$ cat src/rtl/rtcq_pkg.sv
// shared constants, types and helpers of the rectangle table collision query unit
package rtcq_pkg;

    // table size and coordinate width
    localparam int MAX_ENTRIES = 32;
    localparam int COORD_BITS  = 16;

    // fixed field widths of the stream items
    localparam int KIND_W   = 3;
    localparam int SLOT_W   = 5;
    localparam int IN_POS_W = 16;
    localparam int SIZE_W   = 15;
    localparam int HIDX_W   = 5;
    localparam int STAT_W   = 2;

    localparam int IN_TDATA_W  = 88;
    localparam int OUT_TDATA_W = 8;

    // derived widths
    localparam int IDX_W  = (MAX_ENTRIES > 1) ? $clog2(MAX_ENTRIES) : 1;
    localparam int CNT_W  = $clog2(MAX_ENTRIES + 1);
    localparam int SUM_W  = ((COORD_BITS > 16) ? COORD_BITS : 16) + 1;
    localparam int RR_W   = 2 * SIZE_W;
    localparam int SQ_W   = 2 * COORD_BITS;
    localparam int DSQ_W  = SQ_W + 1;
    localparam int CMP_W  = (DSQ_W > RR_W) ? DSQ_W : RR_W;
    localparam int RES_CAP = 32;
    localparam int RCNT_W = $clog2(RES_CAP + 1);
    localparam int POS_W  = 2 * COORD_BITS;
    localparam int DIM_W  = 2 * SIZE_W;

    // command queue between front and back
    localparam int Q_DEPTH = 2;
    localparam int QPTR_W  = $clog2(Q_DEPTH);
    localparam int QCNT_W  = $clog2(Q_DEPTH + 1);

    // request kinds and decoded operations
    localparam int OP_W = 3;
    localparam logic [OP_W-1:0] OP_APPEND = 3'd0;
    localparam logic [OP_W-1:0] OP_REMOVE = 3'd1;
    localparam logic [OP_W-1:0] OP_SETPOS = 3'd2;
    localparam logic [OP_W-1:0] OP_RECT   = 3'd3;
    localparam logic [OP_W-1:0] OP_CIRCLE = 3'd4;
    localparam logic [OP_W-1:0] OP_POINT  = 3'd5;
    localparam logic [OP_W-1:0] OP_NOP    = 3'd6;

    // result status codes
    localparam logic [STAT_W-1:0] STAT_OK    = 2'd0;
    localparam logic [STAT_W-1:0] STAT_FULL  = 2'd1;
    localparam logic [STAT_W-1:0] STAT_EMPTY = 2'd2;
    localparam logic [STAT_W-1:0] STAT_SLOT  = 2'd3;

    // decoded request as it waits in the queue
    typedef struct packed {
        logic [OP_W-1:0]              op;
        logic [SLOT_W-1:0]            slot;
        logic signed [COORD_BITS-1:0] px;
        logic signed [COORD_BITS-1:0] py;
        logic signed [SUM_W-1:0]      qx2;
        logic signed [SUM_W-1:0]      qy2;
        logic [SIZE_W-1:0]            w;
        logic [SIZE_W-1:0]            h;
        logic [RR_W-1:0]              rr;
    } cmd_t;

    // one result item
    typedef struct packed {
        logic                 hit;
        logic [HIDX_W-1:0]    hit_index;
        logic                 last;
        logic [STAT_W-1:0]    status;
    } res_t;

    // sign-extend a 16-bit input coordinate and wrap it to the coordinate width
    function automatic logic signed [COORD_BITS-1:0] coord_of(input logic [IN_POS_W-1:0] raw);
        logic signed [63:0] ext;
        ext = 64'(signed'(raw));
        return ext[COORD_BITS-1:0];
    endfunction

    // table index reduced to the result index field
    function automatic logic [HIDX_W-1:0] hidx_of(input logic [IDX_W-1:0] idx);
        logic [IDX_W+HIDX_W-1:0] ext;
        ext = (IDX_W + HIDX_W)'(idx);
        return ext[HIDX_W-1:0];
    endfunction

endpackage

$ cat src/rtl/rtcq_ram.sv
// generic single-write, single-read ram with registered read data
module rtcq_ram #(
    parameter int WIDTH = 8,
    parameter int DEPTH = 32
) (
    input  logic                                    clk,
    input  logic                                    wr_en,
    input  logic [((DEPTH > 1) ? $clog2(DEPTH) : 1)-1:0] wr_addr,
    input  logic [WIDTH-1:0]                        wr_data,
    input  logic                                    rd_en,
    input  logic [((DEPTH > 1) ? $clog2(DEPTH) : 1)-1:0] rd_addr,
    output logic [WIDTH-1:0]                        rd_data
);

    logic [WIDTH-1:0] mem [DEPTH];

    // write port
    always_ff @(posedge clk)
    begin
        if (wr_en)
        begin
            mem[wr_addr] <= wr_data;
        end
    end

    // registered read port, holds while not enabled
    always_ff @(posedge clk)
    begin
        if (rd_en)
        begin
            rd_data <= mem[rd_addr];
        end
    end

endmodule

$ cat src/rtl/rtcq_front.sv
// front end: takes requests, decodes the kind and precomputes query bounds
module rtcq_front (
    input  logic                               clk,
    input  logic                               rst_n,
    input  logic                               s_tvalid,
    output logic                               s_tready,
    input  logic [rtcq_pkg::KIND_W-1:0]        kind,
    input  logic [rtcq_pkg::SLOT_W-1:0]        slot,
    input  logic [rtcq_pkg::IN_POS_W-1:0]      pos_x,
    input  logic [rtcq_pkg::IN_POS_W-1:0]      pos_y,
    input  logic [rtcq_pkg::SIZE_W-1:0]        width,
    input  logic [rtcq_pkg::SIZE_W-1:0]        height,
    input  logic [rtcq_pkg::SIZE_W-1:0]        radius,
    output logic                               push,
    input  logic                               push_ready,
    output rtcq_pkg::cmd_t                     cmd
);
    import rtcq_pkg::*;

    logic                   fr_vld_reg;
    logic                   fr_vld_next;
    logic [KIND_W-1:0]      kind_reg;
    logic [SLOT_W-1:0]      slot_reg;
    logic [IN_POS_W-1:0]    pos_x_reg;
    logic [IN_POS_W-1:0]    pos_y_reg;
    logic [SIZE_W-1:0]      width_reg;
    logic [SIZE_W-1:0]      height_reg;
    logic [SIZE_W-1:0]      radius_reg;
    logic                   accept;
    logic [OP_W-1:0]        op_dec;
    logic signed [SUM_W-1:0] px_ext;
    logic signed [SUM_W-1:0] py_ext;
    logic signed [SUM_W-1:0] w_ext;
    logic signed [SUM_W-1:0] h_ext;

    // one request held here until the queue takes it
    assign s_tready = !fr_vld_reg || push_ready;
    assign accept   = s_tvalid && s_tready;
    assign push     = fr_vld_reg;

    always_comb
    begin
        fr_vld_next = fr_vld_reg;
        if (accept)
        begin
            fr_vld_next = 1'b1;
        end
        else if (push_ready)
        begin
            fr_vld_next = 1'b0;
        end
    end

    always_ff @(posedge clk or negedge rst_n)
    begin
        if (!rst_n)
        begin
            fr_vld_reg <= 1'b0;
        end
        else
        begin
            fr_vld_reg <= fr_vld_next;
        end
    end

    // request payload
    always_ff @(posedge clk)
    begin
        if (accept)
        begin
            kind_reg   <= kind;
            slot_reg   <= slot;
            pos_x_reg  <= pos_x;
            pos_y_reg  <= pos_y;
            width_reg  <= width;
            height_reg <= height;
            radius_reg <= radius;
        end
    end

    // kind decode, unused kinds become a no-op
    always_comb
    begin
        unique case (kind_reg) inside
            OP_APPEND, OP_REMOVE, OP_SETPOS, OP_RECT, OP_CIRCLE, OP_POINT:
            begin
                op_dec = kind_reg;
            end
            default:
            begin
                op_dec = OP_NOP;
            end
        endcase
    end

    // coordinates, far rect query corner and squared radius
    always_comb
    begin
        cmd.op   = op_dec;
        cmd.slot = slot_reg;
        cmd.px   = coord_of(pos_x_reg);
        cmd.py   = coord_of(pos_y_reg);
        px_ext   = SUM_W'(cmd.px);
        py_ext   = SUM_W'(cmd.py);
        w_ext    = SUM_W'(width_reg);
        h_ext    = SUM_W'(height_reg);
        cmd.qx2  = px_ext + w_ext;
        cmd.qy2  = py_ext + h_ext;
        cmd.w    = width_reg;
        cmd.h    = height_reg;
        cmd.rr   = RR_W'(radius_reg) * RR_W'(radius_reg);
    end

endmodule

$ cat src/rtl/rtcq_queue.sv
// short fifo of decoded requests between front and back
module rtcq_queue (
    input  logic            clk,
    input  logic            rst_n,
    input  logic            in_vld,
    output logic            in_ready,
    input  rtcq_pkg::cmd_t  in_cmd,
    output logic            out_vld,
    input  logic            out_pop,
    output rtcq_pkg::cmd_t  out_cmd
);
    import rtcq_pkg::*;

    cmd_t              entries [Q_DEPTH];
    logic [QPTR_W-1:0] wr_ptr_reg;
    logic [QPTR_W-1:0] wr_ptr_next;
    logic [QPTR_W-1:0] rd_ptr_reg;
    logic [QPTR_W-1:0] rd_ptr_next;
    logic [QCNT_W-1:0] cnt_reg;
    logic [QCNT_W-1:0] cnt_next;
    logic              do_push;
    logic              do_pop;

    assign in_ready = (cnt_reg != QCNT_W'(Q_DEPTH));
    assign out_vld  = (cnt_reg != '0);
    assign out_cmd  = entries[rd_ptr_reg];
    assign do_push  = in_vld && in_ready;
    assign do_pop   = out_pop && out_vld;

    // pointer and fill level update
    always_comb
    begin
        wr_ptr_next = wr_ptr_reg;
        rd_ptr_next = rd_ptr_reg;
        cnt_next    = cnt_reg;
        if (do_push)
        begin
            wr_ptr_next = (wr_ptr_reg == QPTR_W'(Q_DEPTH - 1)) ? '0 : wr_ptr_reg + 1'b1;
        end
        if (do_pop)
        begin
            rd_ptr_next = (rd_ptr_reg == QPTR_W'(Q_DEPTH - 1)) ? '0 : rd_ptr_reg + 1'b1;
        end
        if (do_push && !do_pop)
        begin
            cnt_next = cnt_reg + 1'b1;
        end
        else if (do_pop && !do_push)
        begin
            cnt_next = cnt_reg - 1'b1;
        end
    end

    always_ff @(posedge clk or negedge rst_n)
    begin
        if (!rst_n)
        begin
            wr_ptr_reg <= '0;
            rd_ptr_reg <= '0;
            cnt_reg    <= '0;
        end
        else
        begin
            wr_ptr_reg <= wr_ptr_next;
            rd_ptr_reg <= rd_ptr_next;
            cnt_reg    <= cnt_next;
        end
    end

    // storage
    always_ff @(posedge clk)
    begin
        if (do_push)
        begin
            entries[wr_ptr_reg] <= in_cmd;
        end
    end

endmodule

$ cat src/rtl/rtcq_back.sv
// back end: table updates, pipelined entry scan and result output register
module rtcq_back (
    input  logic            clk,
    input  logic            rst_n,
    input  logic            q_vld,
    output logic            q_pop,
    input  rtcq_pkg::cmd_t  q_cmd,
    output logic            m_tvalid,
    input  logic            m_tready,
    output rtcq_pkg::res_t  m_res
);
    import rtcq_pkg::*;

    localparam logic [1:0] S_IDLE  = 2'd0;
    localparam logic [1:0] S_SCAN  = 2'd1;
    localparam logic [1:0] S_DRAIN = 2'd2;
    localparam logic [1:0] S_FLUSH = 2'd3;
    localparam int SC_W = SLOT_W + CNT_W;

    logic [1:0]        state_reg;
    logic [1:0]        state_next;
    logic [CNT_W-1:0]  cnt_reg;
    logic [CNT_W-1:0]  cnt_next;
    logic [IDX_W-1:0]  rd_idx_reg;
    logic [IDX_W-1:0]  rd_idx_next;
    logic              hold_vld_reg;
    logic              hold_vld_next;
    logic [IDX_W-1:0]  hold_idx_reg;
    logic [IDX_W-1:0]  hold_idx_next;
    logic [RCNT_W-1:0] hit_cnt_reg;
    logic [RCNT_W-1:0] hit_cnt_next;
    logic              out_vld_reg;
    res_t              out_res_reg;
    res_t              out_res_next;
    logic              out_load;
    logic              out_free;

    // query parameters
    logic [OP_W-1:0]              qop_reg;
    logic signed [SUM_W-1:0]      qpx_reg;
    logic signed [SUM_W-1:0]      qpy_reg;
    logic signed [SUM_W-1:0]      qx2_reg;
    logic signed [SUM_W-1:0]      qy2_reg;
    logic [RR_W-1:0]              qrr_reg;
    logic                         qry_load;

    // table memories
    logic                 pos_we;
    logic                 size_we;
    logic [IDX_W-1:0]     wr_addr;
    logic [POS_W-1:0]     pos_rd;
    logic [DIM_W-1:0]     size_rd;
    logic                 issue;
    logic                 issue_tail;
    logic [SC_W-1:0]      slot_ext;

    // scan pipeline
    logic                         p1_vld_reg;
    logic [IDX_W-1:0]             p1_idx_reg;
    logic                         p1_tail_reg;
    logic                         p2_vld_reg;
    logic [IDX_W-1:0]             p2_idx_reg;
    logic                         p2_tail_reg;
    logic signed [SUM_W-1:0]      p2_ex_reg;
    logic signed [SUM_W-1:0]      p2_ey_reg;
    logic signed [SUM_W-1:0]      p2_ex2_reg;
    logic signed [SUM_W-1:0]      p2_ey2_reg;
    logic                         p3_vld_reg;
    logic [IDX_W-1:0]             p3_idx_reg;
    logic                         p3_tail_reg;
    logic                         p3_box_reg;
    logic [COORD_BITS-1:0]        p3_dx_reg;
    logic [COORD_BITS-1:0]        p3_dy_reg;
    logic                         p4_vld_reg;
    logic [IDX_W-1:0]             p4_idx_reg;
    logic                         p4_tail_reg;
    logic                         p4_box_reg;
    logic [SQ_W-1:0]              p4_sqx_reg;
    logic [SQ_W-1:0]              p4_sqy_reg;

    logic signed [COORD_BITS-1:0] e_x;
    logic signed [COORD_BITS-1:0] e_y;
    logic signed [SUM_W-1:0]      e_xs;
    logic signed [SUM_W-1:0]      e_ys;
    logic signed [SUM_W-1:0]      e_ws;
    logic signed [SUM_W-1:0]      e_hs;
    logic                         rect_hit;
    logic                         point_hit;
    logic signed [SUM_W-1:0]      dx_diff;
    logic signed [SUM_W-1:0]      dy_diff;
    logic [COORD_BITS-1:0]        dx_mag;
    logic [COORD_BITS-1:0]        dy_mag;
    logic [DSQ_W-1:0]             dist_sq;
    logic                         circ_hit;
    logic                         p4_hit;
    logic                         take_hit;

    assign out_free = !out_vld_reg || m_tready;
    assign m_tvalid = out_vld_reg;
    assign m_res    = out_res_reg;
    assign slot_ext = SC_W'(q_cmd.slot);
    assign issue_tail = (CNT_W'(rd_idx_reg) == (cnt_reg - CNT_W'(1)));

    rtcq_ram #(
        .WIDTH (POS_W),
        .DEPTH (MAX_ENTRIES)
    ) u_pos_ram (
        .clk     (clk),
        .wr_en   (pos_we),
        .wr_addr (wr_addr),
        .wr_data ({q_cmd.py, q_cmd.px}),
        .rd_en   (issue),
        .rd_addr (rd_idx_reg),
        .rd_data (pos_rd)
    );

    rtcq_ram #(
        .WIDTH (DIM_W),
        .DEPTH (MAX_ENTRIES)
    ) u_size_ram (
        .clk     (clk),
        .wr_en   (size_we),
        .wr_addr (wr_addr),
        .wr_data ({q_cmd.h, q_cmd.w}),
        .rd_en   (issue),
        .rd_addr (rd_idx_reg),
        .rd_data (size_rd)
    );

    // stage 1: far corner of the entry read from the table
    always_comb
    begin
        e_x  = pos_rd[COORD_BITS-1:0];
        e_y  = pos_rd[POS_W-1:COORD_BITS];
        e_xs = SUM_W'(e_x);
        e_ys = SUM_W'(e_y);
        e_ws = SUM_W'(size_rd[SIZE_W-1:0]);
        e_hs = SUM_W'(size_rd[DIM_W-1:SIZE_W]);
    end

    // stage 2: box tests and clamped distance per axis
    always_comb
    begin
        rect_hit  = !(p2_ex_reg > qx2_reg) && !(p2_ex2_reg < qpx_reg) &&
                    !(p2_ey_reg > qy2_reg) && !(p2_ey2_reg < qpy_reg);
        point_hit = (qpx_reg <= p2_ex2_reg) && (qpx_reg >= p2_ex_reg) &&
                    (qpy_reg <= p2_ey2_reg) && (qpy_reg >= p2_ey_reg);
        if (qpx_reg < p2_ex_reg)
        begin
            dx_diff = p2_ex_reg - qpx_reg;
        end
        else if (qpx_reg > p2_ex2_reg)
        begin
            dx_diff = qpx_reg - p2_ex2_reg;
        end
        else
        begin
            dx_diff = '0;
        end
        if (qpy_reg < p2_ey_reg)
        begin
            dy_diff = p2_ey_reg - qpy_reg;
        end
        else if (qpy_reg > p2_ey2_reg)
        begin
            dy_diff = qpy_reg - p2_ey2_reg;
        end
        else
        begin
            dy_diff = '0;
        end
        dx_mag = dx_diff[COORD_BITS-1:0];
        dy_mag = dy_diff[COORD_BITS-1:0];
    end

    // stage 4: distance compare and hit select
    always_comb
    begin
        dist_sq  = DSQ_W'(p4_sqx_reg) + DSQ_W'(p4_sqy_reg);
        circ_hit = CMP_W'(dist_sq) < CMP_W'(qrr_reg);
        p4_hit   = (qop_reg == OP_CIRCLE) ? circ_hit : p4_box_reg;
        take_hit = p4_vld_reg && p4_hit && (hit_cnt_reg < RCNT_W'(RES_CAP)) && out_free;
    end

    // control: table commands, scan sequencing and result emission
    always_comb
    begin
        state_next    = state_reg;
        cnt_next      = cnt_reg;
        rd_idx_next   = rd_idx_reg;
        hold_vld_next = hold_vld_reg;
        hold_idx_next = hold_idx_reg;
        hit_cnt_next  = hit_cnt_reg;
        q_pop         = 1'b0;
        qry_load      = 1'b0;
        issue         = 1'b0;
        out_load      = 1'b0;
        out_res_next  = '{hit: 1'b0, hit_index: '0, last: 1'b1, status: STAT_OK};
        pos_we        = 1'b0;
        size_we       = 1'b0;
        wr_addr       = slot_ext[IDX_W-1:0];

        unique case (state_reg)
            S_IDLE:
            begin
                if (q_vld && out_free)
                begin
                    q_pop    = 1'b1;
                    out_load = 1'b1;
                    unique case (q_cmd.op) inside
                        OP_APPEND:
                        begin
                            if (cnt_reg == CNT_W'(MAX_ENTRIES))
                            begin
                                out_res_next.status = STAT_FULL;
                            end
                            else
                            begin
                                pos_we   = 1'b1;
                                size_we  = 1'b1;
                                wr_addr  = cnt_reg[IDX_W-1:0];
                                cnt_next = cnt_reg + CNT_W'(1);
                            end
                        end
                        OP_REMOVE:
                        begin
                            if (cnt_reg == '0)
                            begin
                                out_res_next.status = STAT_EMPTY;
                            end
                            else
                            begin
                                cnt_next = cnt_reg - CNT_W'(1);
                            end
                        end
                        OP_SETPOS:
                        begin
                            if (slot_ext >= SC_W'(cnt_reg))
                            begin
                                out_res_next.status = STAT_SLOT;
                            end
                            else
                            begin
                                pos_we = 1'b1;
                            end
                        end
                        OP_RECT, OP_CIRCLE, OP_POINT:
                        begin
                            // an empty table answers at once with no hit
                            if (cnt_reg != '0)
                            begin
                                out_load      = 1'b0;
                                qry_load      = 1'b1;
                                rd_idx_next   = '0;
                                hold_vld_next = 1'b0;
                                hit_cnt_next  = '0;
                                state_next    = S_SCAN;
                            end
                        end
                        default:
                        begin
                            out_load = 1'b1;
                        end
                    endcase
                end
            end
            S_SCAN:
            begin
                if (out_free)
                begin
                    issue = 1'b1;
                    if (issue_tail)
                    begin
                        state_next = S_DRAIN;
                    end
                    else
                    begin
                        rd_idx_next = rd_idx_reg + 1'b1;
                    end
                end
            end
            S_DRAIN:
            begin
                if (out_free && p4_vld_reg && p4_tail_reg)
                begin
                    state_next = S_FLUSH;
                end
            end
            S_FLUSH:
            begin
                // the held hit, if any, closes the query
                if (out_free)
                begin
                    out_load = 1'b1;
                    if (hold_vld_reg)
                    begin
                        out_res_next.hit       = 1'b1;
                        out_res_next.hit_index = hidx_of(hold_idx_reg);
                    end
                    hold_vld_next = 1'b0;
                    state_next    = S_IDLE;
                end
            end
            default:
            begin
                state_next = S_IDLE;
            end
        endcase

        // a new hit pushes the previously held one out as a non-final result
        if (take_hit)
        begin
            hit_cnt_next  = hit_cnt_reg + RCNT_W'(1);
            hold_vld_next = 1'b1;
            hold_idx_next = p4_idx_reg;
            if (hold_vld_reg)
            begin
                out_load               = 1'b1;
                out_res_next.hit       = 1'b1;
                out_res_next.hit_index = hidx_of(hold_idx_reg);
                out_res_next.last      = 1'b0;
            end
        end
    end

    // control registers
    always_ff @(posedge clk or negedge rst_n)
    begin
        if (!rst_n)
        begin
            state_reg    <= S_IDLE;
            cnt_reg      <= '0;
            rd_idx_reg   <= '0;
            hold_vld_reg <= 1'b0;
            hit_cnt_reg  <= '0;
            out_vld_reg  <= 1'b0;
            p1_vld_reg   <= 1'b0;
            p2_vld_reg   <= 1'b0;
            p3_vld_reg   <= 1'b0;
            p4_vld_reg   <= 1'b0;
        end
        else
        begin
            state_reg    <= state_next;
            cnt_reg      <= cnt_next;
            rd_idx_reg   <= rd_idx_next;
            hold_vld_reg <= hold_vld_next;
            hit_cnt_reg  <= hit_cnt_next;
            if (out_load)
            begin
                out_vld_reg <= 1'b1;
            end
            else if (m_tready)
            begin
                out_vld_reg <= 1'b0;
            end
            if (out_free)
            begin
                p1_vld_reg <= issue;
                p2_vld_reg <= p1_vld_reg;
                p3_vld_reg <= p2_vld_reg;
                p4_vld_reg <= p3_vld_reg;
            end
        end
    end

    // payload registers
    always_ff @(posedge clk)
    begin
        hold_idx_reg <= hold_idx_next;
        if (out_load)
        begin
            out_res_reg <= out_res_next;
        end
        if (qry_load)
        begin
            qop_reg <= q_cmd.op;
            qpx_reg <= SUM_W'(q_cmd.px);
            qpy_reg <= SUM_W'(q_cmd.py);
            qx2_reg <= q_cmd.qx2;
            qy2_reg <= q_cmd.qy2;
            qrr_reg <= q_cmd.rr;
        end
        if (out_free)
        begin
            p1_idx_reg  <= rd_idx_reg;
            p1_tail_reg <= issue_tail;
            p2_idx_reg  <= p1_idx_reg;
            p2_tail_reg <= p1_tail_reg;
            p2_ex_reg   <= e_xs;
            p2_ey_reg   <= e_ys;
            p2_ex2_reg  <= e_xs + e_ws;
            p2_ey2_reg  <= e_ys + e_hs;
            p3_idx_reg  <= p2_idx_reg;
            p3_tail_reg <= p2_tail_reg;
            p3_box_reg  <= (qop_reg == OP_RECT) ? rect_hit : point_hit;
            p3_dx_reg   <= dx_mag;
            p3_dy_reg   <= dy_mag;
            p4_idx_reg  <= p3_idx_reg;
            p4_tail_reg <= p3_tail_reg;
            p4_box_reg  <= p3_box_reg;
            p4_sqx_reg  <= SQ_W'(p3_dx_reg) * SQ_W'(p3_dx_reg);
            p4_sqy_reg  <= SQ_W'(p3_dy_reg) * SQ_W'(p3_dy_reg);
        end
    end

    // the output register is never overwritten while a result waits
    a_no_overwrite: assert property (@(posedge clk) disable iff (!rst_n)
        !(out_load && out_vld_reg && !m_tready))
        else $error("result register overwritten while stalled");

    // scan pipeline only carries entries during a query
    a_pipe_in_scan: assert property (@(posedge clk) disable iff (!rst_n)
        p4_vld_reg |-> (state_reg == S_SCAN || state_reg == S_DRAIN))
        else $error("scan stage valid outside a query");

    // no held hit survives the end of a query
    a_hold_clear: assert property (@(posedge clk) disable iff (!rst_n)
        (state_reg == S_IDLE) |-> !hold_vld_reg)
        else $error("held hit left over in idle");

    // table fill stays in range
    a_cnt_range: assert property (@(posedge clk) disable iff (!rst_n)
        cnt_reg <= CNT_W'(MAX_ENTRIES))
        else $error("entry count beyond table size");

    // the final flush always follows the tail entry leaving the pipeline
    a_flush_after_tail: assert property (@(posedge clk) disable iff (!rst_n)
        (state_reg == S_DRAIN && out_free && p4_vld_reg && p4_tail_reg)
        |=> (state_reg == S_FLUSH && !p4_vld_reg))
        else $error("query end not followed by flush");

endmodule

$ cat src/rtl/rect_table_collision_query_unit.sv
// top level of the rectangle table collision query unit
//
//  channel | dir | signals                          | contents
//  --------+-----+----------------------------------+---------------------------------
//  s_*     | in  | s_tvalid s_tready s_tdata s_tuser| one request: table command or query
//  m_*     | out | m_tvalid m_tready m_tdata m_tlast| one result, m_tlast ends a request
//
//  table commands leave the back end one per cycle unless a stalled m_tready holds them
//  a query holds the back end through decode, a read of both table rams per entry at
//  one shared address, the scan pipeline stages, then the final result
//  reset clears the entry count and control state; table contents are undefined until written
//  a stalled m_tready freezes the scan pipeline; up to three requests queue on the input
module rect_table_collision_query_unit (
    input  logic                                clk,
    input  logic                                rst_n,
    input  logic                                s_tvalid,
    output logic                                s_tready,
    // slot[4:0] pos_x[20:5] pos_y[36:21] width[51:37] height[66:52] radius[81:67]
    input  logic [rtcq_pkg::IN_TDATA_W-1:0]     s_tdata,
    // kind[2:0]
    input  logic [rtcq_pkg::KIND_W-1:0]         s_tuser,
    output logic                                m_tvalid,
    input  logic                                m_tready,
    // hit[0] hit_index[5:1] status[7:6]
    output logic [rtcq_pkg::OUT_TDATA_W-1:0]    m_tdata,
    output logic                                m_tlast
);
    import rtcq_pkg::*;

    logic  push;
    logic  push_ready;
    cmd_t  front_cmd;
    logic  q_vld;
    logic  q_pop;
    cmd_t  q_cmd;
    res_t  res;

    rtcq_front u_front (
        .clk        (clk),
        .rst_n      (rst_n),
        .s_tvalid   (s_tvalid),
        .s_tready   (s_tready),
        .kind       (s_tuser),
        .slot       (s_tdata[4:0]),
        .pos_x      (s_tdata[20:5]),
        .pos_y      (s_tdata[36:21]),
        .width      (s_tdata[51:37]),
        .height     (s_tdata[66:52]),
        .radius     (s_tdata[81:67]),
        .push       (push),
        .push_ready (push_ready),
        .cmd        (front_cmd)
    );

    rtcq_queue u_queue (
        .clk      (clk),
        .rst_n    (rst_n),
        .in_vld   (push),
        .in_ready (push_ready),
        .in_cmd   (front_cmd),
        .out_vld  (q_vld),
        .out_pop  (q_pop),
        .out_cmd  (q_cmd)
    );

    rtcq_back u_back (
        .clk      (clk),
        .rst_n    (rst_n),
        .q_vld    (q_vld),
        .q_pop    (q_pop),
        .q_cmd    (q_cmd),
        .m_tvalid (m_tvalid),
        .m_tready (m_tready),
        .m_res    (res)
    );

    // result packing
    assign m_tdata = {res.status, res.hit_index, res.hit};
    assign m_tlast = res.last;

endmodule

$ cat config.mk
export PLATFORM = sky130hd
export DESIGN_NAME = rect_table_collision_query_unit
export DESIGN_NICKNAME = d
export VERILOG_FILES = /design/src/rtl/rtcq_pkg.sv /design/src/rtl/rtcq_ram.sv /design/src/rtl/rtcq_front.sv /design/src/rtl/rtcq_queue.sv /design/src/rtl/rtcq_back.sv /design/src/rtl/rect_table_collision_query_unit.sv
export SDC_FILE = /design/constraint.sdc
export NUM_CORES = 2
export LEC_CHECK = 0
export BUFFER_PORTS_ARGS = -buffer_cell sky130_fd_sc_hd__buf_4
export CELL_PAD_IN_SITES_DETAIL_PLACEMENT = 0
export CELL_PAD_IN_SITES_GLOBAL_PLACEMENT = 1
export CORE_ASPECT_RATIO = 1.25
export CORE_MARGIN = 2
export CORE_UTILIZATION = 50
export CTS_CLUSTER_SIZE = 12
export DETAILED_ROUTE_END_ITERATION = 16
export PLACE_DENSITY_LB_ADDON = 0.1
export SLEW_MARGIN = 5
export SYNTH_ARGS = -nofsm -noshare
export SYNTH_HDL_FRONTEND = slang
export SYNTH_SLANG_ARGS = --single-unit
$ cat constraint.sdc
create_clock -name clk -period 6.5 [get_ports clk]
set_clock_uncertainty 0.15 [all_clocks]
set_input_delay 0.975 -clock clk [delete_from_list [all_inputs] [get_ports clk]]
set_output_delay 0.975 -clock clk [all_outputs]
set_load 0.01 [all_outputs]
### Word level (Yosys, flattened, before mapping)

Memory sizes are Yosys's and may differ from the RTL's. A register that Yosys moved wholly into a read port is not among the register bits.
Index checks and enable logic that the tools add are counted.

| storage, ports and cells | value |
|---|---|
| register bits after elaboration | 416 |
| memory bits (writable) | 2252 |
| output and inout bits | 11 |
| word-level logic and storage cells | 255 |
| memories kept | 3 |

| cells by class | value |
|---|---|
| $add $sub $neg | 17 |
| multipliers | 3 |
| order comparisons | 15 |
| eq/ne operators | 32 |
| muxes and demuxes | 84 |
| reductions and logical operators | 51 |

Memory list:

| memory | words | bits a word | rd ports | clocked after Yosys merged registers in | wr ports | RTL line | source |
|---|---|---|---|---|---|---|---|
| u_back.u_pos_ram.mem | 32 | 32 | 1 | 1 | 1 | rtcq_ram.sv:15 | `logic [WIDTH-1:0] mem [DEPTH];` |
| u_back.u_size_ram.mem | 32 | 30 | 1 | 1 | 1 | rtcq_ram.sv:15 |  |
| u_queue.entries | 2 | 134 | 1 | 0 | 1 | rtcq_queue.sv:14 | `cmd_t entries [Q_DEPTH];` |

Operator list:

| cell | count |
|---|---|
| adder 16 x 16 -> 17 bit | 4 |
| > comparator 16 x 17 -> 1 bit | 4 |
| multiplier 16 x 16 -> 32 bit | 2 |
| 2-to-1 mux 16 bit | 4 |
| subtractor 16 bit | 4 |
| 2-to-1 mux 6 bit | 10 |
| 2-to-1 mux 5 bit | 9 |
| 2-to-1 mux 1 bit | 40 |
| <= comparator 16 x 17 -> 1 bit | 2 |
| < comparator 17 x 16 -> 1 bit | 2 |
| adder 32 x 32 -> 33 bit | 1 |
| < comparator 33 x 30 -> 1 bit | 1 |
| greater-or-equal comparator 16 bit | 2 |
| < comparator 16 bit | 2 |
| multiplier 15 x 15 -> 30 bit | 1 |
| 2-to-1 mux 2 bit | 11 |
| nonzero test 2 bit | 10 |
| logical AND 1 bit | 17 |
| equality test 3 x 2 -> 1 bit (second input constant) | 5 |
| equality test 3 bit (second input constant) | 5 |
| 2-to-1 mux 7 bit | 2 |
| adder 6 x 1 -> 6 bit (second input constant) | 2 |
| != test 2 x 1 -> 1 bit (second input constant) | 6 |
| one-hot mux 6 bit (2 select lines) | 1 |
| 34 further kinds | 55 |

### Depth between registers and ports, before layout

| logic depth | value |
|---|---|
| word-level depth | 9 |
| mapped depth | 25 |
| mapped depth without buffers | 24 |

### By module

Synthesis repeated with hierarchy kept, for this count alone.

| second synthesis, totals | value |
|---|---|
| cell total of the unflattened synthesis | 9014 |
| area total of the unflattened synthesis | 132321.9 µm² |

Modules (own cells, without submodules):

| module | instances | cells an instance | area an instance (µm²) | seq. area each (µm²) |
|---|---|---|---|---|
| rtcq_ram (u_back.u_pos_ram) | 1 | 2260 | 40809.1 | 31710.4 |
| rtcq_ram (u_back.u_size_ram) | 1 | 2123 | 38358.0 | 29728.5 |
| rtcq_back | 1 | 3215 | 32794.0 | 9604.2 |
| rtcq_front | 1 | 981 | 10303.6 | 2577.5 |
| rtcq_queue | 1 | 435 | 10057.1 | 8147.8 |

### Worst setup path after synthesis

No wires, ideal clock.

| path | value |
|---|---|
| path type | register to register |
| start point | reg u_queue.cnt_reg[0] |
| end point | mem u_queue.entries[0][0] (netlist bit), enable pin |
| setup time | 0.627 ns |
| arrival | 6.143 ns |
| required time | 5.723 ns |
| path slack | -0.420 ns |
| stages on the path, launching flop included | 4 |
| buffers on the path | 0 |
| cells stage by stage | dfrtp_1 nand2b_1 nand2_1 nor2_1 |

| on the way | value |
|---|---|
| cells in the longest elaborated chain, start to end | 4 |

RTL lines:

| item | RTL line | source |
|---|---|---|
| from (decl) | rtcq_queue.sv:19 | `logic [QCNT_W-1:0] cnt_reg;` |
| from (signal assigned) | rtcq_queue.sv:66 | `cnt_reg <= cnt_next;` |
| != test 2 bit | rtcq_queue.sv:24 | `assign in_ready = (cnt_reg != QCNT_W'(Q_DEPTH));` |
| logical AND 1 bit | rtcq_queue.sv:27 | `assign do_push = in_vld && in_ready;` |
| 2-to-1 mux 1 bit | rtcq_queue.sv:73 | `if (do_push)` |
| 2-to-1 mux 1 bit (not written as such) | rtcq_queue.sv:75 | `entries[wr_ptr_reg] <= in_cmd;` |
| to (decl) | rtcq_queue.sv:14 |  |

No other way between the ends.

### Final worst setup path

| path | value |
|---|---|
| start point | reg u_back.p3_dy_reg[1] |
| end point | reg u_back.p4_sqy_reg[31] (data pin) |

| on the way | value |
|---|---|
| cells in the longest elaborated chain, start to end | 1 |

RTL lines:

| item | RTL line | source |
|---|---|---|
| from (decl) | rtcq_back.sv:73 | `logic [COORD_BITS-1:0] p3_dy_reg;` |
| from (signal assigned) | rtcq_back.sv:398 | `p3_dy_reg <= dy_mag;` |
| multiplier 16 x 16 -> 32 bit | rtcq_back.sv:403 | `p4_sqy_reg <= SQ_W'(p3_dy_reg) * SQ_W'(p3_dy_reg);` |
| to (signal assigned) | rtcq_back.sv:403 |  |
| to (decl) | rtcq_back.sv:79 | `logic [SQ_W-1:0] p4_sqy_reg;` |

No other way between the ends.
A chain may end at the register's enable or synchronous reset.

==> reports/metrics.yaml <==
status:
  status: "completed"
worst_hold_path:
  whs_path_depth: 1
  hold_path_class: "input port to register"
  hold_start: "s_tdata[70]"
  worstHoldEndpoint: "u_front.radius_reg[3]$_DFFE_PP_"
timing:
  maxSlewHeadroom: 0.2490
  period_needed_ns: 6.319
  slew_violations: 0
  hold_viol: 0
  finalSetupViolCount: 0
  fmax_mhz: 158.3
  rsz0062_at_grt: "true"
  worst_slack_ns: 0.1809
  tightestPinTransition_ns: 1.127
  min_period_over_period: 0.9722
critical_path:
  r2r_end: "u_back.p4_sqy_reg[31]$_DFFE_PN_"
  startpoint_type: "register"
  rr_startpoint: "u_back.p3_dy_reg[1]$_DFFE_PN_"
  worstPathMaxFanout: 4
  crit_arrival_ns: 6.72
  worstSetupStartpoint: "u_back.p3_dy_reg[1]$_DFFE_PN_"
  worstPathRequired_ns: 6.90
  r2r_slack_ns: 0.18
  reg2regPathDepth: 22
  setup.worst_path.class: "register to register"
  end_kind: "register"
logic_synthesis:
  synth_edf_count: 2695
  synthTopCellsByArea: "edfxtp_1 63%, mux4_2 11%, fa_1 7.3%"
  ys_seq_area_frac: 0.6309
  synth_common_cells: "2695 x edfxtp_1, 897 x inv_1, 620 x mux4_2"
  yosys.area.top_type_share: 0.6251
  syn_nets: 8656
  syn_area_um2: 129500
  syn_avg_cell_area_um2: 17.11
  synth.most_common_cell: "edfxtp_1"
  synthArstFlopShare: 0.01101
  ys_seq_elements: 2725
  yosys_warnings: 0
  synth_ff_type: "edfxtp_1"
  synth_cells: 7568
  yosysTopAreaCell: "edfxtp_1"
  yosys.cell_types.count: 94
clocking:
  cts_max_path_buffers: 4
  clk_pin_slew_ns: 0.06
  cts_tree: "built"
  insertion_delay_ns: 0.87
  cts_root_buf: "clkbuf_16"
  cts_made_buffers: 288
  h-tree-depth: 5
  cts.sinks: 2725
floorplan:
  die_y_um: 572.9
  ios: 106
  core-area_um2: 257100
  die_w_um: 459.1
  dieArea_um2: 263000
  num_rows: 208
  start_util: 0.5035
place:
  dp_cells: 11080
  post-place-ws_ns: -0.1600
  gp_congestion: 0.8486
  hpwlAfterDp_um: 214100
  io_buffers: 99
finish:
  largest_reg_flops: 1024
  stdcell_count: 11540
  reg_top3: "u_back.u_pos_ram.mem (1024), u_back.u_size_ram.mem (960), u_queue.entries (266)"
  largest-register: "u_back.u_pos_ram.mem"
  nets: 9126
  finish.utilization: 0.5673
  layout-drive-gt1-share: 0.2190
  area_growth_pct: 12.68
  n_fill_cell: 19750
grt:
  grt_pass1_vias: 71360
  grt_max_degree: 134
  grt_antenna_before_repair: 33
  grtUsageTotal: 0.2540
  grt_pass1_wl_um: 482000
  grt_remaining_overflow: 0
run:
  maxCapViolations: 0
drt:
  finalWirelength_um: 331900
  drt-pass1-iter-count: 5
  drc: 0
  wl_per_cell_um: 28.76
  drt_iter0_markers: 6181
  via_per_inst: 5.870
  ant_nets: 0
  vias: 67750
==> placed cells by master (no fill, tap or decap), types with 16 or more instances in the layout <==
| cell type | synthesis | routed |
|---|---|---|
| a31oi_1 | 25 | 22 |
| clkbuf_16 | 0 | 297 |
| nand4_1 | 30 | 30 |
| a211oi_1 | 19 | 17 |
| edfxtp_1 | 2695 | 2695 |
| nand2_1 | 313 | 306 |
| fa_1 | 474 | 472 |
| mux4_2 | 620 | 620 |
| a21o_1 | 80 | 79 |
| o21ai_0 | 101 | 97 |
| xor2_1 | 66 | 66 |
| nor2_4 | 0 | 68 |
| mux2_2 | 198 | 198 |
| and3_1 | 29 | 27 |
| clkbuf_1 | 189 | 57 |
| nand3_1 | 58 | 58 |
| o21a_1 | 39 | 39 |
| o211ai_1 | 21 | 21 |
| inv_1 | 897 | 879 |
| buf_12 | 0 | 46 |
| inv_2 | 0 | 16 |
| o22ai_1 | 23 | 23 |
| ha_1 | 519 | 510 |
| xnor2_1 | 152 | 150 |
| and2_1 | 144 | 140 |
| or2_2 | 19 | 19 |
| dfrtp_1 | 30 | 24 |
| nand2b_1 | 37 | 37 |
| clkinv_1 | 0 | 25 |
| nor3_1 | 38 | 33 |
| nor2_1 | 257 | 183 |
| a21oi_1 | 160 | 151 |
| nor2b_1 | 47 | 46 |
| buf_4 | 1 | 359 |
==> critical path, stage by stage (launching register included) <==
cell and delay, ns:
edfxtp_1 0.48, buf_6 0.17, and2_4 0.13, fa_1 0.52, inv_2 0.05, fa_1 0.46
fa_1 0.50, inv_1 0.05, fa_1 0.49, inv_2 0.04, fa_1 0.49, fa_1 0.53
inv_2 0.05, ha_4 0.22, a21oi_2 0.11, o21ai_1 0.07, buf_4 0.14, a221o_1 0.35
a21o_1 0.23, a21o_4 0.24, a31o_4 0.24, nor4_4 0.27, nor3_2 0.08
==> per-layer routing <==
layer,track usage,share of wire,vias up
li1,-,-,29340
met1,0.3288,0.39,35840
met2,0.4423,0.52,2066
met3,0.03703,0.061,494
met4,0.08063,0.035,6
met5,0,0.000093,-
==> worst max path at each step <==
stage,depth (start not counted),endpoint
after floorplan,23,u_back.p4_sqx_reg[30]$_DFFE_PN_
after global placement,24,u_back.p4_sqy_reg[30]$_DFFE_PN_
after detailed placement,24,u_back.p4_sqy_reg[30]$_DFFE_PN_
after CTS,22,u_back.p4_sqy_reg[31]$_DFFE_PN_
after global routing,25,u_back.p4_sqx_reg[23]$_DFFE_PN_
final,22,u_back.p4_sqy_reg[31]$_DFFE_PN_
==> metrics by stage <==
step | TNS [ns] | cell area, µm² | hold slack, ns
2_1_floorplan | 0 | 129500 | 0.2503
3_3_place_gp | -0.1862 | 136700 | 0.2511
3_5_place_dp | -0.3522 | 136700 | 0.2545
4_1_cts | 0 | 145200 | 0.07417
5_1_grt | -0.2458 | 145900 | 0.1081
6_report | 0 | 145900 | 0.1491
==> logic make-up after synthesis <==
family | after synthesis | synth area share
adder cells (fa/ha/maj) | 993 | 0.1235
XOR/XNOR | 218 | 0.01475
buffers and inverters | 1138 | 0.03339
AND/OR/NAND/NOR | 1032 | 0.03855
AO/OA/AOI/OAI | 629 | 0.03274
multiplexers | 833 | 0.1262
flip-flops | 2725 | 0.6309
==> timing repair <==
item	in CTS	in global routing
gates cloned	0	0
pin swaps	8	75
setup buffers	6	26
endpoints found under the hold margin	30	0
gates resized for setup	16	106
setup endpoints to repair	10	35
hold buffers	1	0
==> area by class of cell <==
cell class / count / area (µm²) / area share
Clock inverter: 71 / 705.7 / 0.004837
Sequential cell: 2725 / 81700 / 0.5601
Clock buffer: 355 / 7660 / 0.05251
Antenna cell: 8 / 20.02 / 0.0001372
Timing Repair Buffer: 420 / 3784 / 0.02594
Multi-Input combinational cell: 3705 / 44420 / 0.3045
Inverter: 898 / 3385 / 0.02320
Tap cell: 3360 / 4204 / 0.02882
Power is left out: the tool's default activity adds up to more than one toggle a clock period on the data nets, which glitch-free logic cannot reach.
